**src/hdl/wpr_ram.sv**
```systemverilog
// generic single-write, single-read ram with registered read data
module wpr_ram #(
	parameter int WIDTH = 8,
	parameter int DEPTH = 16,
	localparam int AW = (DEPTH > 1) ? $clog2(DEPTH) : 1
) (
	input  logic             clk,
	input  logic             wr_en,
	input  logic [AW-1:0]    wr_addr,
	input  logic [WIDTH-1:0] wr_data,
	input  logic             rd_en,
	input  logic [AW-1:0]    rd_addr,
	output logic [WIDTH-1:0] rd_data
);

	logic [WIDTH-1:0] mem [DEPTH];

	always_ff @(posedge clk) begin
		if (wr_en) begin
			mem[wr_addr] <= wr_data;
		end
		if (rd_en) begin
			rd_data <= mem[rd_addr];
		end
	end

endmodule

```
**config.mk**
```make
export PLATFORM = sky130hd
export DESIGN_NAME = wpr_ram
export DESIGN_NICKNAME = d
export VERILOG_FILES = /design/src/hdl/wpr_ram.sv
export SDC_FILE = /design/constraint.sdc
export NUM_CORES = 1
export LEC_CHECK = 0
export BUFFER_PORTS_ARGS = -buffer_cell sky130_fd_sc_hd__buf_2
export CAP_MARGIN = 10
export CORE_ASPECT_RATIO = 2
export CORE_MARGIN = 2
export CORE_UTILIZATION = 55
export CTS_BUF_LIST = sky130_fd_sc_hd__clkbuf_8
export DETAILED_ROUTE_END_ITERATION = 8
export PLACE_DENSITY_LB_ADDON = 0.2
export SLEW_MARGIN = 20
export SYNTH_ARGS = -nofsm -noshare
export SYNTH_HDL_FRONTEND = slang
export SYNTH_SLANG_ARGS = --single-unit
```
**constraint.sdc**
```tcl
create_clock -name clk -period 2.3 [get_ports clk]
set_input_delay 0.115 -clock clk [delete_from_list [all_inputs] [get_ports clk]]
set_output_delay 0.115 -clock clk [all_outputs]
set_load 0.03 [all_outputs]
```
==> Yosys cells after proc, flatten, opt, wreduce, memory -nomap -nowiden <==
Memory sizes are Yosys's and may differ from the RTL's. A register that Yosys moved wholly into a read port is not among the register bits.
Cells that the tools add are included.
{ "word_totals": {"reg_bits": 0, "ramBits": 128, "in_bits": 19, "out_inout_bits": 8, "n_memories": 1} }
{ "op_classes": {"mux": 2} }
{ "memory_table": {"columns": ["name", "depth", "width", "rd", "rd_ports_with_merged_regs", "write_ports", "line_no", "rtl"], "rows": [
  ["mem", 16, 8, 1, 1, 1, "16", "logic [WIDTH-1:0] mem [DEPTH];"]
]} }
{ "ops": {"columns": ["operator", "n"], "rows": [
  ["two-way mux 1 bit", 2]
]} }

==> Longest topological paths before layout <==
{ "depth": {"ltp_word": 2, "mapped_depth": 5, "ltp_nobuf": 3} }

==> Worst setup path after synthesis <==
OpenSTA, ideal clock, no wires.
{ "synth_path": {"path_kind": "input -> register", "start": "in wr_addr[2]", "end": "mem mem[0][0], enable pin", "setup_ps": 383, "arrival_ps": 1225, "path_slack_ps": 692, "stages": 2, "path_buffers": 0, "path_cell_list": "or3b_2 > nor3_1"} }
{ "synth_lines": {"columns": ["item", "line_no", "rtl"], "rows": [
  ["from (decl)", "9", "input logic [AW-1:0] wr_addr,"],
  ["to (decl)", "16", null]
]} }
Straight into the memory's write port.

==> metrics.cfg <==
[finish]
nNetsFinal = 300
seq_area_um2 = 4080
final_cell_mix = 136 x edfxtp_1, 26 x buf_2, 18 x mux4_2
fillers = 645
layoutNonFillerInstCount = 396
final_core_util = 0.639
area_delta_synth_final_pct = 13.9
multi_input_area_um2 = 1060
layout-drive-gt1-share = 0.298
diodes = 0
layout_commonest_cell = edfxtp_1

[place]
gp_congestion = 0.807
placedCellCount = 366
portBuffers = 26
dp_hpwl_um = 6550

[cts]
cts_num_sinks = 136
cts.repair.resized = 0
tritoncts.num_buffers = 17
root_buffer = clkbuf_8
cts.hold.buffers_added = 0
cts_max_level = 4
cts_max_path_buffers = 2
cts_tree = yes
clk_latency_ps = 430
clkSlewWorstSetupHoldPaths_ps = 70
postCtsSetupBuffers = 0

[sta]
finalHoldViolCount = 0
max_freq_mhz = 679
post-route-min-period_ps = 1470
fin_worst_skew_ps = 8.91
worst_pin_slew_ps = 836
slew_headroom = 0.441
totalNegativeSetupSlack_ps = 0
drv_slew = 0
rsz0062_at_grt = false
setup_viol = 0
period_share = 0.640

[critical_path]
endpoint = rd_data[0]
critPathCaptureType = register
cp_data_required_time_ps = 2470
rr_startpoint = mem[1][0]
regToRegEndpoint = rd_data[0]
cp-start-kind = register
r2r_cells = 3
arrival_ps = 1640
reg2reg_slack_ps = 830
crit_start = mem[1][0]
path_class = register to register
critical_path.max_fanout = 1

[synth]
synth_nets = 248
netlist.area_leader.share = 0.781
synth_cell_types = 18
synth-warning-count = 0
synth_cells = 229
yosys-top-cells-area = edfxtp_1 78%, mux4_2 7.8%, mux4_1 7.0%
netlist_area_um2 = 5230
synth-seq-area-share = 0.781
syn_avg_cell_area_um2 = 22.8
ys_ff_latch = 136
synth.largest_area_cell = edfxtp_1

[min_path]
holdCritStartpoint = rd_en
hp-class = input port to register

[run]
drv_cap = 0

[power_and_ir_drop]
intPower_mw = 4.04
power_frac_comb = 0.053
p_clk_frac = 0.391
powerDensity_nw_per_um2 = 847
p_sw_frac = 0.198
p_sw_uw = 999
pwr-share-seq = 0.556
vdd_drop_max_uv = 749
leakage_nw = 2.02

[global_routing]
grt_pass1_vias = 2523
antenna_found_initial = 0
grt_start_max_net_pins = 33
grt_pass1_wl_um = 14600
gr-total-overflow = 0
grt_use_total = 0.205

[routing]
detail-route-antenna-nets = 0
drtPass1Iterations = 5
vias = 2386
drtIter0Drc = 260
wl_um = 9490
via_per_inst = 6.03
wl_per_cell_um = 24.0
drcViolationCount = 0

[floorplanning]
dieArea_um2 = 10300
rows = 50
io_pins = 27
fp.dieW_um = 72.9
core-area_um2 = 9320
die_y_um = 142
start_util = 0.561

[status]
outcome = finished clean

==> critical path: stages (launching register included) <==
cell and delay (ps):
edfxtp_1 360, mux4_1 500, a22oi_1 260, nand2_1 90
==> how the worst min path moves through the flow <==
stage	cells past startpoint	slack [ps]	to
2_1_floorplan	0	210	mem[0][0]
5_1_grt	1	40	rd_data[3]
3_5_place_dp	1	490	rd_data[2]
6_report	1	50	rd_data[5]
4_1_cts	1	40	rd_data[1]
3_3_place_gp	1	500	mem[4][6]
==> synthesized netlist by cell type (all sizes together) <==
cell type and n:
nor2b 1, a22oi 16, nand3b 2, buf 7, and2b 1, or3b 1
nand3 1, edfxtp 136, nor2 13, nand2 9, and2 1, mux4 32
nand2b 2, clkdlybuf4s25 3, nor3 4
==> flip-flops by register name, summed over array words and instances (netlist names) <==
signal and flops:
mem 128, rd_data 8
==> through the flow <==
step	total power [mW]	instance area, um2	hold WS [ps]	setup slack, ps
after floorplan	3.02	5230	214	692
final	5.04	5950	51.2	828
after CTS	5.07	5950	40.8	792
after detailed placement	3.13	5550	495	449
after global routing	5.20	5950	42.4	761
after global placement	3.13	5550	501	498
==> power groups by stage <==
stage / registers (mW) / clock network, mW / logic, mW
final: 2.80 / 1.97 / 0.269
after CTS: 2.80 / 1.99 / 0.276
after floorplan: 2.88 / 0 / 0.141
after global placement: 2.86 / 0 / 0.271
after detailed placement: 2.86 / 0 / 0.275
after global routing: 2.81 / 2.10 / 0.294
==> area by class of cell <==
class / count / share of cell area
multi-input combinational: 83 / 0.178
clock buffer: 17 / 0.0393
sequential: 136 / 0.686
tap: 104 / 0.0219
clock inverter: 13 / 0.0277
timing repair buffer: 43 / 0.0475
==> metal layers <==
metal,wire length (um),up-vias,global-route usage
li1,-,1085,-
met1,3460,1223,0.231
met2,5530,64,0.367
met3,319,14,0.0447
met4,185,0,0.0838
met5,0,-,0
==> cells by family after synthesis <==
kind of cell | share of synthesized area
compound gates | 0.0230
buf+inv | 0.0165
flops | 0.781
mux | 0.148
simple gates | 0.0314
Power figures use the tool's default switching activity.
