$ cat src/hdl/wpr_pkg.sv
// shared types and constants of the weighted proposer rotation block
package wpr_pkg;

	localparam int ADDR_W          = 64;
	localparam int POWER_W         = 32;
	localparam int ACCUM_W         = 64;
	localparam int REPS_W          = 8;
	localparam int PROD_W          = POWER_W + REPS_W;
	localparam int TOTAL_OUT_W     = 36;
	localparam int MAX_ENTRIES_DEF = 16;

	localparam logic [TOTAL_OUT_W-1:0] TOTAL_OUT_MAX = '1;

	// command codes
	localparam logic [1:0] CMD_ADD     = 2'd0;
	localparam logic [1:0] CMD_REMOVE  = 2'd1;
	localparam logic [1:0] CMD_UPDATE  = 2'd2;
	localparam logic [1:0] CMD_ADVANCE = 2'd3;

	// status codes
	localparam logic [1:0] ST_OK    = 2'd0;
	localparam logic [1:0] ST_MISS  = 2'd1;
	localparam logic [1:0] ST_FULL  = 2'd2;
	localparam logic [1:0] ST_EMPTY = 2'd3;

	typedef struct packed {
		logic [1:0]                command;
		logic [ADDR_W-1:0]         member_address;
		logic [POWER_W-1:0]        member_power;
		logic signed [ACCUM_W-1:0] member_accum;
		logic [REPS_W-1:0]         repeat_count;
	} req_t;

	typedef struct packed {
		logic [1:0]             status;
		logic                   proposer_valid;
		logic [ADDR_W-1:0]      proposer_address;
		logic [TOTAL_OUT_W-1:0] total_power;
	} res_t;

	// one table row as stored in the ram
	typedef struct packed {
		logic [ADDR_W-1:0]         address;
		logic [POWER_W-1:0]        power;
		logic signed [ACCUM_W-1:0] accum;
	} entry_t;

	// request to the shared saturating unit
	typedef struct packed {
		logic signed [ACCUM_W-1:0] a;
		logic [ACCUM_W-1:0]        b;
		logic                      sub;
	} alu_op_t;

endpackage

$ cat src/hdl/wpr_alu.sv
// shared saturating accumulator unit: a + b or a - b clamped to signed 64-bit range
module wpr_alu
	import wpr_pkg::*;
(
	input  alu_op_t                   op,
	output logic signed [ACCUM_W-1:0] y
);

	logic [ACCUM_W:0] ext_a;
	logic [ACCUM_W:0] ext_b;
	logic [ACCUM_W:0] res;

	always_comb begin
		ext_a = {op.a[ACCUM_W-1], op.a};
		ext_b = {1'b0, op.b};
		res   = op.sub ? (ext_a - ext_b) : (ext_a + ext_b);
		// b is never negative, so an add can only overflow upward and a subtract downward
		if (res[ACCUM_W] != res[ACCUM_W-1]) begin
			y = op.sub ? {1'b1, {(ACCUM_W-1){1'b0}}} : {1'b0, {(ACCUM_W-1){1'b1}}};
		end else begin
			y = res[ACCUM_W-1:0];
		end
	end

endmodule

$ cat config.mk
export PLATFORM = sky130hd
export DESIGN_NAME = wpr_alu
export DESIGN_NICKNAME = d
export VERILOG_FILES = /design/src/hdl/wpr_pkg.sv /design/src/hdl/wpr_alu.sv
export SDC_FILE = /design/constraint.sdc
export NUM_CORES = 1
export LEC_CHECK = 0
export ABC_AREA = 1
export BUFFER_PORTS_ARGS = -buffer_cell sky130_fd_sc_hd__buf_2
export CAP_MARGIN = 20
export CORE_MARGIN = 2
export CORE_UTILIZATION = 35
export DETAILED_ROUTE_END_ITERATION = 8
export PLACE_DENSITY = 0.57
export SLEW_MARGIN = 20
export SYNTH_ARGS = -nofsm -noshare
export SYNTH_HDL_FRONTEND = slang
export SYNTH_SLANG_ARGS = --single-unit
$ cat constraint.sdc
create_clock -name vclk -period 3.66
set_input_delay 0.366 -clock vclk [all_inputs]
set_output_delay 0.366 -clock vclk [all_outputs]
set_load 0.02 [all_outputs]
# Word level (Yosys, flattened, before mapping)
# Index checks and enable logic that the tools add are counted.
dict set report word_totals {
  register_bits 0
  inputBits 129
  out_inout_bits 64
  wordCells 6
}
dict set report op_classes {
  n_addsub 2
  eq_ne 1
  muxes 3
}
# operator n
set ops {}
lappend ops {{$mux W64} 2}
lappend ops {{$add A65 B64 Y65} 1}
lappend ops {{$mux W65} 1}
lappend ops {{$sub A65 B64 Y65} 1}
lappend ops {{$ne A1 B1 Y1} 1}

# Longest topological paths before layout
dict set report logic_depth {
  ltp_word 4
  ltp_mapped 29
  depth_no_buf 28
}

# Worst setup path before layout
# No wires, ideal clock.
dict set report synth_timing {
  kind {input -> output}
  startpoint {in op[2] (netlist bit)}
  endpoint {out y[63]}
  arrival_ps 3772
  t_required_ps 3294
  path_slack_ps -478
  stages 21
  n_path_buf 0
  cell_sequence {inv_1 > ha_1 > nand3_1 > nor2_4 > nand3_1 > nor4_1 > nor2_1 > a21oi_2 > o21ai_0 > xor2_1 > ha_1 > a21oi_1 > nand2_1 > a21oi_1 > nand2_1 > a21oi_1 > nand2_2 > nand2_1 > nand2_2 > nand2_4 > a21boi_0}
}
dict set report synth_via {
  elab_chain_len 4
  word_cells_on_any_way 5
  classes_between {add/sub (2); eq/ne (1); mux (2)}
}
# item line_no
set synth_rtl {}
lappend synth_rtl {{start, declared} wpr_alu.sv:5} ;# input alu_op_t op,
lappend synth_rtl {{$add A65 B64 Y65 or $sub A65 B64 Y65 (tied branches)} wpr_alu.sv:16} ;# res = op.sub ? (ext_a - ext_b) : (ext_a + ext_b);
lappend synth_rtl {{$mux W65 (*)} wpr_alu.sv:16}
lappend synth_rtl {{$ne A1 B1 Y1} wpr_alu.sv:18} ;# if (res[ACCUM_W] != res[ACCUM_W-1]) begin
lappend synth_rtl {{$mux W64 (*)} wpr_alu.sv:18}
lappend synth_rtl {{end, declared} wpr_alu.sv:6} ;# output logic signed [ACCUM_W-1:0] y
# Mark *: on every way between the ends. The rest lies on a longest branch, timed or not.

# Worst setup path in the final report
dict set report layout_timing {
  startpoint {in op[7] (netlist bit)}
  endpoint {out y[22]}
}
# Same word-level chain as after synthesis.

==> impl_metrics.toml <==
[critical_path]
arrival_ns = 3.99
cp_max_fo = 8
worst_setup_path_end_kind = "primary output"
critPathKind = "in2out"
critPathRequiredTime_ns = 3.29
start_kind = "primary input"

[timing]
rsz0062_at_grt = "yes"
fmax_mhz = 230
finalHoldViolCount = 0
relSlewSlack_pct = 62.5
post-route-period-util_pct = 119
tightest_slew_ns = 0.557
finalMaxSlewViolations = 0
hold_slack_ns = 1.29
setup_violations = 64
fin_ws_ns = -0.695
finalCriticalPeriod_ns = 4.36

[cells_and_area]
nClkBuffers = 0
nets = 2586
drive_above_1_share_pct = 43.4
flops_and_latches = 0
diodes = 0
syn_to_final_growth_pct = 86.3
layout_common_cells = "nand2_1, buf_4, inv_1"
final_util_pct = 66.1
register_area_sq_um = 0
final_common_cell = "nand2_1"

[routing]
wl_per_cell_um = 15.9
vias = 13143
drt-initial-drc-count = 1007
via_per_inst = 4.85
drtAntennaViolNets = 0
wl_mm = 43.1
drt-pass1-iter-count = 6
drc_errors = 0

[logic_synthesis]
ys_seq_area_share_pct = 0
yosys_warnings = 0
synth_area_sq_mm = 0.00830
yosysTopAreaCell = "nand2_1"
syn-mean-instance-area_sq_um = 4.85
synth_area_leaders = "nand2_1, inv_1, ha_1"
ys_types = 40
syn_inst = 1712
synth_top_area_share_pct = 28.0
syn-num-nets = 1907

[global_routing]
overflow = 0
grtUsageTotal_pct = 31.6
grt_pass1_wl_mm = 61.3
grt_pass1_vias = 11691
antenna_found_initial = 0
grt_max_degree = 32

[worst_hold_path]
min_path_type = "in2out"
worstHoldStart = "op[65]"
hold_end = "y[0]"
hold_depth = 7

[run_status]
status = "finished, violations left"
violations = "setup timing"

[power]
peakVddDrop_mv = 0.190
power.density_mw_per_mm2 = 284
power.leakage_nw = 8.66
finalPower_mw = 4.40

[floorplan]
fp.dieH_um = 158
io_pins = 193
core_sq_mm = 0.0234
dieArea_sq_mm = 0.0250
die_w_um = 158
num_rows = 56
start_util_pct = 35.5

[run]
maxCapViolations = 0

[cts]
cts-hold-fix-buffers = 0

[placement]
place_hpwl_mm = 35.0
gp_congestion = 0.972
port_buffers = 193
==> synth_stat cells (9+ instances only) <==
master	number
xor2_1	68
nand3_1	146
nor2_1	200
a21oi_1	82
nor3_1	16
o21bai_1	21
nor4_1	15
buf_2	10
nand2_1	619
o21ai_0	36
nand2_2	33
nand4_1	16
xnor2_1	22
ha_1	65
inv_1	304
nor2_2	9
==> worst max path at each step <==
stage / cells after the start / slack, ns / end / startpoint
3_5_place_dp: 28 / -1.06 / y[29] / op[48]
2_1_floorplan: 26 / -0.02 / y[10] / op[2]
6_report: 28 / -0.70 / y[22] / op[7]
4_1_cts: 26 / -0.62 / y[16] / op[8]
3_3_place_gp: 27 / -1.03 / y[63] / op[48]
5_1_grt: 31 / -0.91 / y[22] / op[1]
==> timing repair <==
action / in CTS / in global routing
gates resized for setup: 140 / 271
buffers inserted: 32 / 12
endpoints found under the hold margin: 0 / 0
pin swaps: 48 / 50
cloned: 4 / 7
setup endpoints to repair: 64 / 64
==> report_power, final <==
group / switching (mW) / internal [mW] / total, mW
clock network: 0 / 0 / 0
registers: 0 / 0 / 0
logic: 2.37 / 2.03 / 4.40
==> layer usage <==
layer / share of wire (%) / vias to the layer above / GRT usage, %
li1: - / 6665 / -
met1: 47 / 5953 / 46.8
met2: 44 / 448 / 50.5
met3: 5.9 / 77 / 1.23
met4: 3.2 / 0 / 6.52
met5: 0 / - / 0
==> critical path, cell delays in order <==
cell	delay (ns)
buf_2	0.12
buf_4	0.14
nor2_4	0.11
nand4_1	0.15
nor2_2	0.16
nand3_2	0.13
nor2_4	0.18
nand2_2	0.10
nor2_4	0.13
nand2_1	0.06
nand2_1	0.06
xor2_1	0.16
inv_1	0.12
ha_4	0.27
a21oi_2	0.19
nand2_2	0.10
a21oi_2	0.15
nand2_2	0.08
a21oi_4	0.16
nand2_2	0.09
nand2_2	0.09
nand2_4	0.09
nand2_8	0.11
buf_8	0.15
clkbuf_16	0.18
nand3_1	0.10
nand2_2	0.09
buf_4	0.14
==> final cells by class <==
type / count / area (sq um)
Fill cell: 2235 / 7940
Multi-Input combinational cell: 1381 / 8400
Inverter: 305 / 1150
Timing Repair Buffer: 703 / 5520
Tap cell: 319 / 399
==> metrics by stage <==
step	std cells	TNS (ns)	cell area, sq um	worst slack (ns)
global route	2708	-53.96	15500	-0.914
detailed placement	2654	-64.89	13200	-1.06
finish	2708	-40.04	15500	-0.695
floorplan	1712	-0.937	8560	-0.0165
CTS	2690	-37.37	14200	-0.615
global placement	2654	-60.93	13200	-1.03
==> logic make-up after synthesis <==
group / synth area share, %
simple gates: 54.6
buf+inv: 15.8
xor+xnor: 9.49
fa+ha+maj: 10.0
compound gates: 10.0
(Power assumes the default switching activity.)
